===== config.mk =====
export PLATFORM = sky130hd
export DESIGN_NAME = far_divider
export DESIGN_NICKNAME = d
export VERILOG_FILES = /design/src/rtl/far_pkg.sv /design/src/rtl/far_divider.sv
export SDC_FILE = /design/constraint.sdc
export NUM_CORES = 1
export LEC_CHECK = 0
export BUFFER_PORTS_ARGS = -buffer_cell sky130_fd_sc_hd__buf_2
export CAP_MARGIN = 5
export CORE_MARGIN = 5
export CORE_UTILIZATION = 50
export CTS_BUF_LIST = sky130_fd_sc_hd__clkbuf_8
export DETAILED_ROUTE_END_ITERATION = 6
export PLACE_DENSITY_LB_ADDON = 0.3
export SYNTH_ARGS = -nofsm -noshare
export SYNTH_HDL_FRONTEND = slang
export SYNTH_SLANG_ARGS = --single-unit

===== constraint.sdc =====
create_clock -name clk -period 26.9 [get_ports clk]
set_input_delay 1.345 -clock clk [delete_from_list [all_inputs] [get_ports clk]]
set_output_delay 1.345 -clock clk [all_outputs]
set_load 0.01 [all_outputs]

===== src/rtl/far_pkg.sv =====
// package for the fraction add and reduce block: word types and shared widths
package far_pkg;

  localparam int FIELD_IN_BITS  = 31;
  localparam int FIELD_OUT_BITS = 63;

  typedef struct packed {
    logic [FIELD_IN_BITS-1:0] left_num;
    logic [FIELD_IN_BITS-1:0] left_den;
    logic [FIELD_IN_BITS-1:0] right_num;
    logic [FIELD_IN_BITS-1:0] right_den;
  } far_in_t;

  typedef struct packed {
    logic [FIELD_OUT_BITS-1:0] sum_num;
    logic [FIELD_OUT_BITS-1:0] sum_den;
  } far_out_t;

  // request and status between the sequencer and the divider
  typedef struct packed {
    logic start;
  } far_div_ctl_t;

  typedef struct packed {
    logic busy;
    logic done;
  } far_div_sts_t;

endpackage


===== src/rtl/far_divider.sv =====
// shared radix-2 restoring divider: one quotient bit per cycle
module far_divider #(
  parameter int W = 63
) (
  input  logic                 clk,
  input  logic                 rst,
  input  far_pkg::far_div_ctl_t ctl,
  input  logic [W-1:0]         dividend,
  input  logic [W-1:0]         divisor,
  output far_pkg::far_div_sts_t sts,
  output logic [W-1:0]         quot,
  output logic [W-1:0]         rem
);
  import far_pkg::*;

  localparam int CW = $clog2(W + 1);

  logic [CW-1:0] count;
  logic [W-1:0]  dvd;
  logic [W-1:0]  dvs;
  logic [W:0]    trial;
  logic [W:0]    shifted;
  logic          busy;
  logic          done;

  // shift in the next dividend bit and try a subtract
  always_comb begin
    shifted = {rem, dvd[W-1]};
    trial   = shifted - {1'b0, dvs};
  end

  always_ff @(posedge clk) begin
    if (rst) begin
      busy  <= 1'b0;
      done  <= 1'b0;
      count <= '0;
    end else begin
      done <= 1'b0;
      if (ctl.start && !busy) begin
        busy  <= 1'b1;
        count <= CW'(W);
        dvd   <= dividend;
        dvs   <= divisor;
        rem   <= '0;
        quot  <= '0;
      end else if (busy) begin
        dvd <= {dvd[W-2:0], 1'b0};
        if (!trial[W]) begin
          rem  <= trial[W-1:0];
          quot <= {quot[W-2:0], 1'b1};
        end else begin
          rem  <= shifted[W-1:0];
          quot <= {quot[W-2:0], 1'b0};
        end
        count <= count - 1'b1;
        if (count == CW'(1)) begin
          busy <= 1'b0;
          done <= 1'b1;
        end
      end
    end
  end

  assign sts.busy = busy;
  assign sts.done = done;

  property p_done_after_busy;
    @(posedge clk) disable iff (rst) sts.done |-> $past(busy);
  endproperty
  a_done_after_busy: assert property (p_done_after_busy) else $error("done without work");

  property p_no_done_busy;
    @(posedge clk) disable iff (rst) sts.done |-> !busy;
  endproperty
  a_no_done_busy: assert property (p_no_done_busy) else $error("done while busy");

  property p_count_live;
    @(posedge clk) disable iff (rst) busy |-> count != '0;
  endproperty
  a_count_live: assert property (p_count_live) else $error("busy with zero count");

endmodule


* Word-level counts from Yosys, hierarchy flattened *
Index checks and enable logic that the tools add are counted.

operators by class
  equality and inequality tests = 1
  $add $sub $neg = 2
  bitwise gates (word level) = 2
  reduce and logical (&&, ||, !) cells = 6
  muxes and demuxes = 12

operators by type and width
  operator               number
  $mux W63               5
  $sub A64 B63 Y64       1
  $mux W6                2
  $eq A6 B1 Y1 const B   1
  $sub A6 B1 Y6 const B  1
  $mux W1                5
  $reduce_and A2 Y1      2
  $reduce_or A3 Y1       1
  $not A1 Y1             2
  $reduce_bool A2 Y1     1
  $logic_and A1 B1 Y1    1
  $logic_not A1 Y1       1

word-level totals
  input bits = 129
  word-level logic and storage cells = 30
  output and inout port bits = 128
  bits in registers = 260

* Logic depth before layout (Yosys ltp) *
Gate-level depths: netlist of run 1.

  depth after elaboration = 4
  mapped depth = 14
  gate-level depth less buffers = 14

* Worst setup path after synthesis of run 1 *
Ideal clock, no wire load.

  path type = in2reg
  from = input rst
  to = register dvd[0], enable pin
  required time = 26,159 ps
  path slack = 16,749 ps
  library setup time = 741 ps
  stages on the path = 2
  buffers on the path = 1
  arrival time = 9,409 ps
  path through = clkbuf_1 nor2_1

on the way
  cells in the longest elaborated chain, start to end = 2

RTL lines
  what                         line               text
  start: declaration           far_divider.sv:6   input logic rst,
  $not A1 Y1 (no line)         n/a
  $reduce_and A2 Y1 (no line)  n/a
  end signal: assignment       far_divider.sv:42  dvd <= dividend;
  end signal: assignment       far_divider.sv:47  dvd <= {dvd[W-2:0], 1'b0};
  end: declaration             far_divider.sv:19  logic [W-1:0] dvd;

No other way between the ends.
A chain may end at the register's enable or synchronous reset.

* Final worst setup path of run 1 *
  from = register rem[38]
  to = register rem[32] (data pin)

on the way
  cells in the longest elaborated chain, start to end = 3

RTL lines
  what                      line               text
  start: declaration        far_divider.sv:12  output logic [W-1:0] rem
  start signal: assignment  far_divider.sv:49  rem <= trial[W-1:0];
  start signal: assignment  far_divider.sv:52  rem <= shifted[W-1:0];
  $sub A64 B63 Y64          far_divider.sv:29  trial = shifted - {1'b0, dvs};
  $mux W63                  far_divider.sv:48  if (!trial[W]) begin
  $mux W63                  far_divider.sv:46  end else if (busy) begin

No other way between the ends. The select of a mux whose other input is x is not followed.

==> results of run 1 <==
-- power by group --
part	internal, mW	switching (mW)	leakage [nW]
clock	0.178	0.164	0.518
combinational	0.134	0.217	4.12
sequential	0.498	0.0230	2.49
total	0.810	0.404	7.12
-- kinds of logic after synthesis --
logic type / synth area share
xor+xnor: 0.03603
simple gates: 0.1804
flops: 0.5481
fa+ha+maj: 0.05911
compound gates: 0.1276
mux: 0.0007100
buf+inv: 0.04801
-- state kept, by name (all words and copies together), names as in the netlist --
| signal | count |
|---|---|
| done | 1 |
| rem | 63 |
| dvd | 63 |
| busy | 1 |
| dvs | 63 |
| quot | 63 |
| count | 6 |
-- per-layer routing --
metal / vias to the layer above / global-route usage / share of wire
met5: - / 0 / 0
met4: 0 / 0.06607 / 0.023
met3: 64 / 0.04154 / 0.070
li1: 5371 / - / -
met1: 5159 / 0.2904 / 0.44
met2: 344 / 0.3435 / 0.47
-- placed cells by master (no fill, tap or decap), drive strengths merged, types with 25 or more instances in the layout --
master / Yosys / final
a21o: 25 / 25
a21oi: 132 / 132
and2: 67 / 67
buf: 33 / 263
clkbuf: 38 / 49
edfxtp: 252 / 252
ha: 65 / 65
inv: 87 / 111
nand2: 333 / 333
nand3: 27 / 27
nor2: 47 / 47
o21ai: 44 / 44
xnor2: 37 / 37
-- worst max-delay path, delay by kind of cell (launching register included) --
family	cells	cell delay (ns)
AO/OA/AOI/OAI	4	0.77
XOR/XNOR	1	0.74
adder cells (fa/ha/maj)	1	0.55
buffers and inverters	1	0.48
flip-flops	1	0.42
AND/OR/NAND/NOR	5	1.13
-- layout make-up --
class                           count  area [um^2]
Antenna cell                        2        5.005
Clock buffer                       49        674.4
Clock inverter                     34        171.4
Fill cell                        2466        11330
Inverter                           87        326.6
Multi-Input combinational cell    969         5736
Sequential cell                   260         7727
Tap cell                          378        473.0
Timing Repair Buffer              263         1334
-- path summary, 6_finish.rpt --
path,startpoint,to,slack (ns),cells after the start
max,rem[38],rem[32],22.60,12
max reg2reg,rem[38],rem[32],22.60,12
min reg2reg,count[2],count[2],0.49,1
min,count[2],count[2],0.49,1
-- stage by stage --
stage          hold WS, ns  setup WS [ns]  total power, mW
5_1_grt             0.5175          22.31            1.290
2_1_floorplan       0.4334          16.75           0.7874
4_1_cts             0.4967          22.61            1.224
3_3_place_gp        0.4536          22.72           0.8710
6_report            0.4913          22.60            1.214
3_5_place_dp        0.4589          22.69           0.8769
==> flow_metrics.env, run 1 <==
export IMPL_crit_path_cell_trace="ha_1 > nand4_1 > nor4_2 > a22oi_1 > nand3_1 > and3b_1 > o21bai_4 > a41oi_4 > xnor2_4 > buf_4 > nand3b_1 > a21oi_1"
export IMPL_setup_worst_path_start_class="register"
export IMPL_clock_tree_buffer_depth=3
export IMPL_layout_min_cycle_time_ns=4.303
export IMPL_timing_critical_path_slowest_cell_delay_ns=0.74
export IMPL_final_layout_size_suffix_gt1_frac=0.2058
export IMPL_outcome="completed"
export IMPL_pin_count=257
export IMPL_rows=61
export IMPL_post_route_drc_count=0
export IMPL_place_port_buffers=256
export IMPL_core_area_um2=27780
export IMPL_timing_slew_headroom=0.1770
export IMPL_global_route_usage_total=0.2123
export IMPL_count_of_final_hold_check_violations=0
export IMPL_die_area_um2=31660
export IMPL_grt_max_degree=124
export IMPL_dp_hpwl_mm=24.59
export IMPL_end_kind="register"
export IMPL_vias=10940
export IMPL_number_of_enable_type_register_cells_in_the_synthesized_netlist=252
export IMPL_area_growth_synth_to_final_pct=16.66
export IMPL_p_leak_nw=7.122
export IMPL_antenna_found_initial=2
export IMPL_synth_most_common_cell="nand2_1"
export IMPL_slew_of_the_pin_with_the_lowest_slew_margin_ns=1.235
export IMPL_worst_ep_arrival_time_ns=4.68
export IMPL_antenna_left=0
export IMPL_clk_latency_ns=0.57
export IMPL_htree_num_levels=2
export IMPL_drt_pass1_iter_count=5
export IMPL_cts_made_buffers=45
export IMPL_detailedRoute_firstIterationViolations=900
export IMPL_final_cell_area_um2=16450
export IMPL_irDropWorstVdd_mv=0.03968
export IMPL_synth_top_cells_by_count="nand2_1, edfxtp_1, a21oi_1"
export IMPL_hold_path_class="register to register"
export IMPL_place_congestion=0.9312
export IMPL_path_clk_slew_ns=0.07
export IMPL_post_dp_cell_area_um2=15600
export IMPL_timing_fmax_ghz=0.2324
export IMPL_synth_cell_types=67
export IMPL_final_setup_tns_ns=0
export IMPL_timing_critical_path_slowest_stage_cell="xnor2_4"
export IMPL_total_power_divided_by_cell_area_nw_per_um2=73.83
export IMPL_post_layout_nonfiller_instances=2042
export IMPL_syn_mean_instance_area_um2=10.16
export IMPL_post_cts_buffers=0
export IMPL_seq_area_frac_synth=0.5481
export IMPL_worst_ep_required_time_ns=27.28
export IMPL_rsz_0062_raised_after_global_routing="false"
export IMPL_global_route_total_overflow=0
export IMPL_ys_seq_elements=260
export IMPL_fp_dieW_um=177.9
export IMPL_die_y_um=177.9
export IMPL_synth_top_area_frac=0.5367
export IMPL_finClkSkew_ns=0.03296
export IMPL_yosys_most_used_dff="edfxtp_1"
export IMPL_critPathMaxFanout=31
export IMPL_synth_area_leaders="edfxtp_1, nand2_1, ha_1, a21oi_1, and2_1"
export IMPL_critPathKind="register to register"
export IMPL_netlist_top_cell_by_area="edfxtp_1"
export IMPL_ys_async_sr_fraction=0
export IMPL_avgViaCountPerCell=5.357
export IMPL_max_capacitance_violation_count=0
export IMPL_tritoncts="built"
export IMPL_clock_sinks=260
export IMPL_setup_viol=0
export IMPL_drt_wl_total_mm=34.80
export IMPL_avgRoutedWirePerCell_um=17.04
export IMPL_post_cts_resize_count=0
export IMPL_global_route_wire_length_before_repair_mm=54.40
export IMPL_finalMaxSlewViolations=0
export IMPL_first_global_vias=10630
export IMPL_syn_cell_area_um2=14100
export IMPL_start_util=0.5075
export IMPL_place_inst=1957
export IMPL_netlist_instances=1387
export IMPL_fin_nets=1821
export IMPL_timing_final_crit_share=0.1600
export IMPL_utilization=0.5920
export IMPL_synth_nets=1582
export IMPL_ctsHoldBuffers=0
export IMPL_ys_warn_count=0
export IMPL_clk_root_buf="clkbuf_8"
Power figures use the tool's default switching activity.
==> run 2, diff against run 1 <==
- clock period: 26.9 -> 3.55 ns (I/O delays scaled with it)
==> run 2 against run 1 <==
  * Utilization up 6.2 points
  * Clock power grew to 7.8 times the previous value
  * Design area grew 11%
  * Via count grew 7.0%
  * Sequential power grew to 7.6 times the previous value
  * Cell count grew 7.7%
  * First-iteration DRC count is 6.8% lower
  * Largest cell class unchanged
  * Largest power group unchanged
==> flow_metrics.env, run 2 (synthesis gave the netlist of run 1 again) <==
export IMPL_outcome="completed"
export IMPL_vias=11710
export IMPL_setup_viol=0
export IMPL_pin_count=257
export IMPL_fillerInstances=2234
export IMPL_antenna_left=0
export IMPL_finClkSkew_ns=0.01446
export IMPL_finalMaxSlewViolations=0
export IMPL_netSwitchingFraction=0.3295
export IMPL_avgRoutedWirePerCell_um=17.30
export IMPL_hold_start="ctl"
export IMPL_detailedRoute_firstIterationViolations=839
export IMPL_final_cell_mix="nand2_1, buf_2, edfxtp_1"
export IMPL_critPathKind="register to register"
export IMPL_avgViaCountPerCell=5.323
export IMPL_worst_hold_path_num_cells=3
export IMPL_antenna_found_initial=1
export IMPL_rows=61
export IMPL_count_of_final_hold_check_violations=0
export IMPL_clk_latency_ns=0.56
export IMPL_tritoncts="built"
export IMPL_net_switching_power_mw=3.170
export IMPL_setup_worst_path_start_class="register"
export IMPL_global_route_total_overflow=0
export IMPL_dp_hpwl_mm=25.55
export IMPL_global_route_wire_length_before_repair_mm=59.40
export IMPL_path_clk_slew_ns=0.06
export IMPL_total_power_divided_by_cell_area_nw_per_um2=529.2
export IMPL_place_port_buffers=256
export IMPL_hold_path_endpoint="busy"
export IMPL_worst_ep_arrival_time_ns=3.79
export IMPL_startpoint_of_the_worst_slack_reg_to_reg_timing_path="rem[15]"
export IMPL_core_area_um2=27780
export IMPL_layout_min_cycle_time_ns=3.395
export IMPL_critPathMaxFanout=29
export IMPL_area_growth_synth_to_final_pct=28.93
export IMPL_worst_ep_required_time_ns=3.94
export IMPL_clk_root_buf="clkbuf_8"
export IMPL_fp_dieW_um=177.9
export IMPL_place_congestion=0.9040
export IMPL_die_y_um=177.9
export IMPL_max_capacitance_violation_count=0
export IMPL_timing_reg2reg_setup_slack_ns=0.16
export IMPL_start_util=0.5075
export IMPL_timing_final_crit_share=0.9563
export IMPL_drt_wl_total_mm=38.03
export IMPL_utilization=0.6543
export IMPL_combinationalPowerShare=0.310
export IMPL_final_layout_size_suffix_gt1_frac=0.2192
export IMPL_intPower_mw=6.450
export IMPL_first_global_vias=11830
export IMPL_clock_sinks=260
export IMPL_irDropWorstVdd_mv=0.3892
export IMPL_grt_max_degree=103
export IMPL_slew_of_the_pin_with_the_lowest_slew_margin_ns=0.7701
export IMPL_crit_start="rem[15]"
export IMPL_global_route_usage_total=0.2313
export IMPL_clock_tree_buffer_depth=3
export IMPL_layout_cells_most_common="nand2_1"
export IMPL_p_leak_nw=7.836
export IMPL_htree_num_levels=2
export IMPL_timing_slew_headroom=0.4854
export IMPL_post_dp_cell_area_um2=15930
export IMPL_post_route_drc_count=0
export IMPL_p_clk_frac=0.279
export IMPL_fin_nets=1983
export IMPL_timing_fmax_ghz=0.2946
export IMPL_final_cell_area_um2=18180
export IMPL_cts_made_buffers=46
export IMPL_end_kind="register"
export IMPL_drt_pass1_iter_count=5
export IMPL_die_area_um2=31660
export IMPL_post_layout_total_power_mw=9.620
export IMPL_p_seq_frac=0.411
export IMPL_hold_path_class="input pin to register"
export IMPL_depth_of_the_worst_register_to_register_path=12
export IMPL_regToRegEndpoint="rem[24]"
export IMPL_rsz_0062_raised_after_global_routing="false"
run 2: changes by cell type in the layout (fill, tap and decap cells not counted), sizes merged:
cell,change
dlygate4sd3,+127
clkinv,+1
diode,-1
inv,-8
buf,+34
clkbuf,+4
run 2: per-layer routing:
metal | routed length [um] | track usage
met5 | 0 | 0
met4 | 1060 | 0.07896
met3 | 2707 | 0.04836
met2 | 18120 | 0.3828
met1 | 16150 | 0.3037
run 2: layout make-up:
type	instances	area, um^2	area share
inverter	87	326.6	0.01797
timing repair buffer	424	2935	0.1615
antenna	1	2.502	0.0001377
clock buffer	53	729.5	0.04013
tap	378	473.0	0.02602
multi-input combinational	969	5841	0.3213
clock inverter	27	141.4	0.007778
sequential	260	7729	0.4252
run 2: stage by stage:
step | setup TNS (ns) | setup slack (ns) | cells | hold slack, ns
after global routing | 0 | 0.006565 | 2199 | 0.05640
final | 0 | 0.1551 | 2199 | 0.05905
after detailed placement | -0.08030 | -0.05089 | 1990 | 0.3556
after CTS | 0 | 0.004799 | 2197 | 0.02778
after global placement | -0.1049 | -0.08774 | 1990 | 0.3541
after floorplan | -35.69 | -0.1889 | 1387 | 0.2764
run 2: critical path: stages, from the launching register on:
cell and delay [ns]:
edfxtp_1 0.46, ha_1 0.41, a21oi_1 0.12, o211a_1 0.24, o31ai_1 0.28, o211ai_1 0.18
and3b_2 0.30, o21bai_4 0.18, a41oi_4 0.21, xnor2_4 0.29, buf_12 0.22, o21ai_0 0.12
a21oi_1 0.19
run 2: what timing repair did:
action	4_1_cts	5_1_grt
hold endpoints to repair	134	0
resized for setup	2	24
pin swaps	0	5
cloned	0	0
hold buffers	127	0
buffers inserted	0	1
endpoints found under the setup margin	2	62
run 2: how the worst max path moves through the flow:
stage                     endpoint  slack, ns  depth (start not counted)
after floorplan             dvd[0]      -0.19                          3
after global placement     rem[57]      -0.09                         11
after detailed placement   rem[57]      -0.05                         11
after CTS                  rem[57]      0.005                         11
after global routing       rem[60]      0.007                         12
final                      rem[24]       0.16                         12
run 2: power groups by stage:
stage | registers, mW | logic, mW | clock network [mW]
after floorplan | 4.06 | 1.88 | 0
after global placement | 4.00 | 2.75 | 0
after detailed placement | 4.01 | 2.80 | 0
after CTS | 3.95 | 2.93 | 2.74
after global routing | 3.98 | 3.30 | 2.89
final | 3.96 | 2.98 | 2.68
==> run 3, diff against run 2 <==
- PLACE_DENSITY: default -> 0.77
- PLACE_DENSITY_LB_ADDON: 0.3 -> default
==> run 3 against run 2 <==
  * Via count up 1.1%
  * Sequential share of layout area shrank 0.091 points
  * Sequential power barely moved
  * Utilization increased by 0.14 points
  * Power decreased by 1.1%
  * Clock-buffer cell count is 6 lower
  * Global-route usage decreased by 0.33 points
  * Clock skew rose by 0.016 ns
  * Non-clock buffer count increased by 12
  * Combinational power barely moved
  * Fmax is 0.17% higher
  * Routed wire length decreased by 1.0%
==> flow_metrics.env, run 3 (synthesis gave the netlist of run 1 again) <==
export IMPL_start_util=0.5075
export IMPL_irDropWorstVdd_mv=0.3509
export IMPL_pin_count=257
export IMPL_startpoint_of_the_worst_slack_reg_to_reg_timing_path="dvd[62]"
export IMPL_timing_final_crit_share=0.9547
export IMPL_global_route_wire_length_before_repair_mm=58.04
export IMPL_grt_max_degree=102
export IMPL_drt_wl_total_mm=37.64
export IMPL_fin_nets=1995
export IMPL_post_route_drc_count=0
export IMPL_drt_pass1_iter_count=5
export IMPL_worst_hold_path_num_cells=3
export IMPL_total_power_divided_by_cell_area_nw_per_um2=522.2
export IMPL_place_congestion=0.9228
export IMPL_end_kind="register"
export IMPL_layout_cells_most_common="nand2_1"
export IMPL_final_setup_tns_ns=0
export IMPL_clk_root_buf="clkbuf_8"
export IMPL_vias=11830
export IMPL_first_global_vias=11410
export IMPL_hold_path_endpoint="busy"
export IMPL_area_growth_synth_to_final_pct=29.21
export IMPL_die_y_um=177.9
export IMPL_finClkSkew_ns=0.03050
export IMPL_global_route_total_overflow=0
export IMPL_final_layout_size_suffix_gt1_frac=0.2231
export IMPL_global_route_usage_total=0.2280
export IMPL_avgRoutedWirePerCell_um=16.98
export IMPL_timing_hold_ws_ns=0.06504
export IMPL_setup_worst_path_start_class="register"
export IMPL_path_clk_slew_ns=0.06
export IMPL_detailedRoute_firstIterationViolations=850
export IMPL_outcome="completed"
export IMPL_depth_of_the_worst_register_to_register_path=15
export IMPL_count_of_final_hold_check_violations=0
export IMPL_clock_sinks=260
export IMPL_core_area_um2=27780
export IMPL_hold_path_class="input pin to register"
export IMPL_htree_num_levels=2
export IMPL_worst_ep_arrival_time_ns=3.69
export IMPL_timing_critical_path_slowest_cell_delay_ns=0.39
export IMPL_post_layout_total_power_mw=9.513
export IMPL_layout_min_cycle_time_ns=3.389
export IMPL_antenna_found_initial=4
export IMPL_crit_top_cell="o211ai_1"
export IMPL_crit_path_cell_trace="inv_1 > ha_2 > inv_2 > fa_2 > a21o_1 > a221oi_2 > o211ai_1 > and3_1 > nor3_2 > buf_4 > a211oi_4 > o211ai_1 > a21boi_1 > mux2i_1 > a21oi_1"
export IMPL_regToRegEndpoint="rem[60]"
export IMPL_final_critical_path_setup_slack_ns=0.1609
export IMPL_fp_dieW_um=177.9
export IMPL_avgViaCountPerCell=5.339
export IMPL_antenna_left=0
export IMPL_timing_reg2reg_setup_slack_ns=0.16
export IMPL_worst_ep_required_time_ns=3.86
export IMPL_timing_slew_headroom=0.4196
export IMPL_timing_fmax_ghz=0.2951
export IMPL_tritoncts="built"
export IMPL_critPathMaxFanout=5
export IMPL_rows=61
export IMPL_final_cell_mix="nand2_1, buf_2, edfxtp_1"
export IMPL_cts_made_buffers=45
export IMPL_place_worst_setup_slack_ns=-0.02953
export IMPL_rsz_0062_raised_after_global_routing="true"
export IMPL_critPathKind="register to register"
export IMPL_dp_hpwl_mm=24.71
export IMPL_clk_latency_ns=0.58
export IMPL_die_area_um2=31660
export IMPL_p_leak_nw=7.882
export IMPL_finalMaxSlewViolations=0
export IMPL_hold_start="ctl"
export IMPL_utilization=0.6557
export IMPL_setup_viol=0
export IMPL_timing_critical_path_slowest_stage_cell="edfxtp_1"
export IMPL_clock_tree_buffer_depth=3
export IMPL_max_capacitance_violation_count=0
export IMPL_place_port_buffers=256
export IMPL_slew_of_the_pin_with_the_lowest_slew_margin_ns=0.8706
-- run 3: cell count changes in the layout (fill, tap and decap cells not counted), moves of 2 or more --
cell	previous run	this run
o21ai_1	10	7
diode_2	1	5
clkinv_2	1	6
buf_6	0	3
clkbuf_8	53	47
buf_12	6	3
buf_4	35	47
o21ai_0	32	34
-- run 3: worst max-delay path: cells and delay by family (launching register included) --
family | cells | cell delay [ns]
compound gates | 7 | 1.33
fa+ha+maj | 2 | 0.57
flops | 1 | 0.39
simple gates | 2 | 0.37
buf+inv | 3 | 0.30
mux | 1 | 0.17
-- run 3: where the power goes --
group | internal (mW) | switching, mW | leakage [nW] | total [mW]
Combinational | 1.27 | 1.73 | 4.92 | 3.00
Clock | 1.31 | 1.25 | 0.481 | 2.56
Sequential | 3.77 | 0.181 | 2.49 | 3.96
Total | 6.35 | 3.16 | 7.88 | 9.51
-- run 3: how the worst max path moves through the flow --
stage	startpoint	endpoint	cells after the start
global route	dvd[62]	rem[60]	15
CTS	rem[19]	rem[57]	11
global placement	rem[3]	rem[39]	11
floorplan	busy	dvd[0]	3
finish	dvd[62]	rem[60]	15
detailed placement	dvd[62]	rem[62]	15
-- run 3: routing by layer --
layer	routed length, um	track usage	share of wire	vias to the layer above
met2	17740	0.3690	0.47	525
met5	0	0	0	-
met4	1460	0.09765	0.039	0
met3	2993	0.04708	0.080	104
met1	15440	0.2988	0.41	5489
li1	-	-	-	5713
-- run 3: area by class of cell --
cell class,count,area [um^2]
clock buffers,47,646.9
well taps,378,473.0
clock inverters,33,180.2
repair buffers,436,2999
inverters,87,326.6
diodes,5,12.51
flip-flops and latches,260,7729
fillers,2188,9565
multi-input cells,970,5849
-- run 3: timing repair --
action	in CTS	in global routing
pin swaps	0	18
gates resized for setup	2	23
hold buffers	127	0
hold endpoints to repair	134	0
cloned	0	1
endpoints found under the setup margin	4	56
setup buffers	0	7
-- run 3: per-stage QoR --
step                area, um^2  std cells
finish                   18220       2216
global route             18220       2216
CTS                      18040       2203
detailed placement       15940       1996
global placement         15940       1996
floorplan                14130       1387
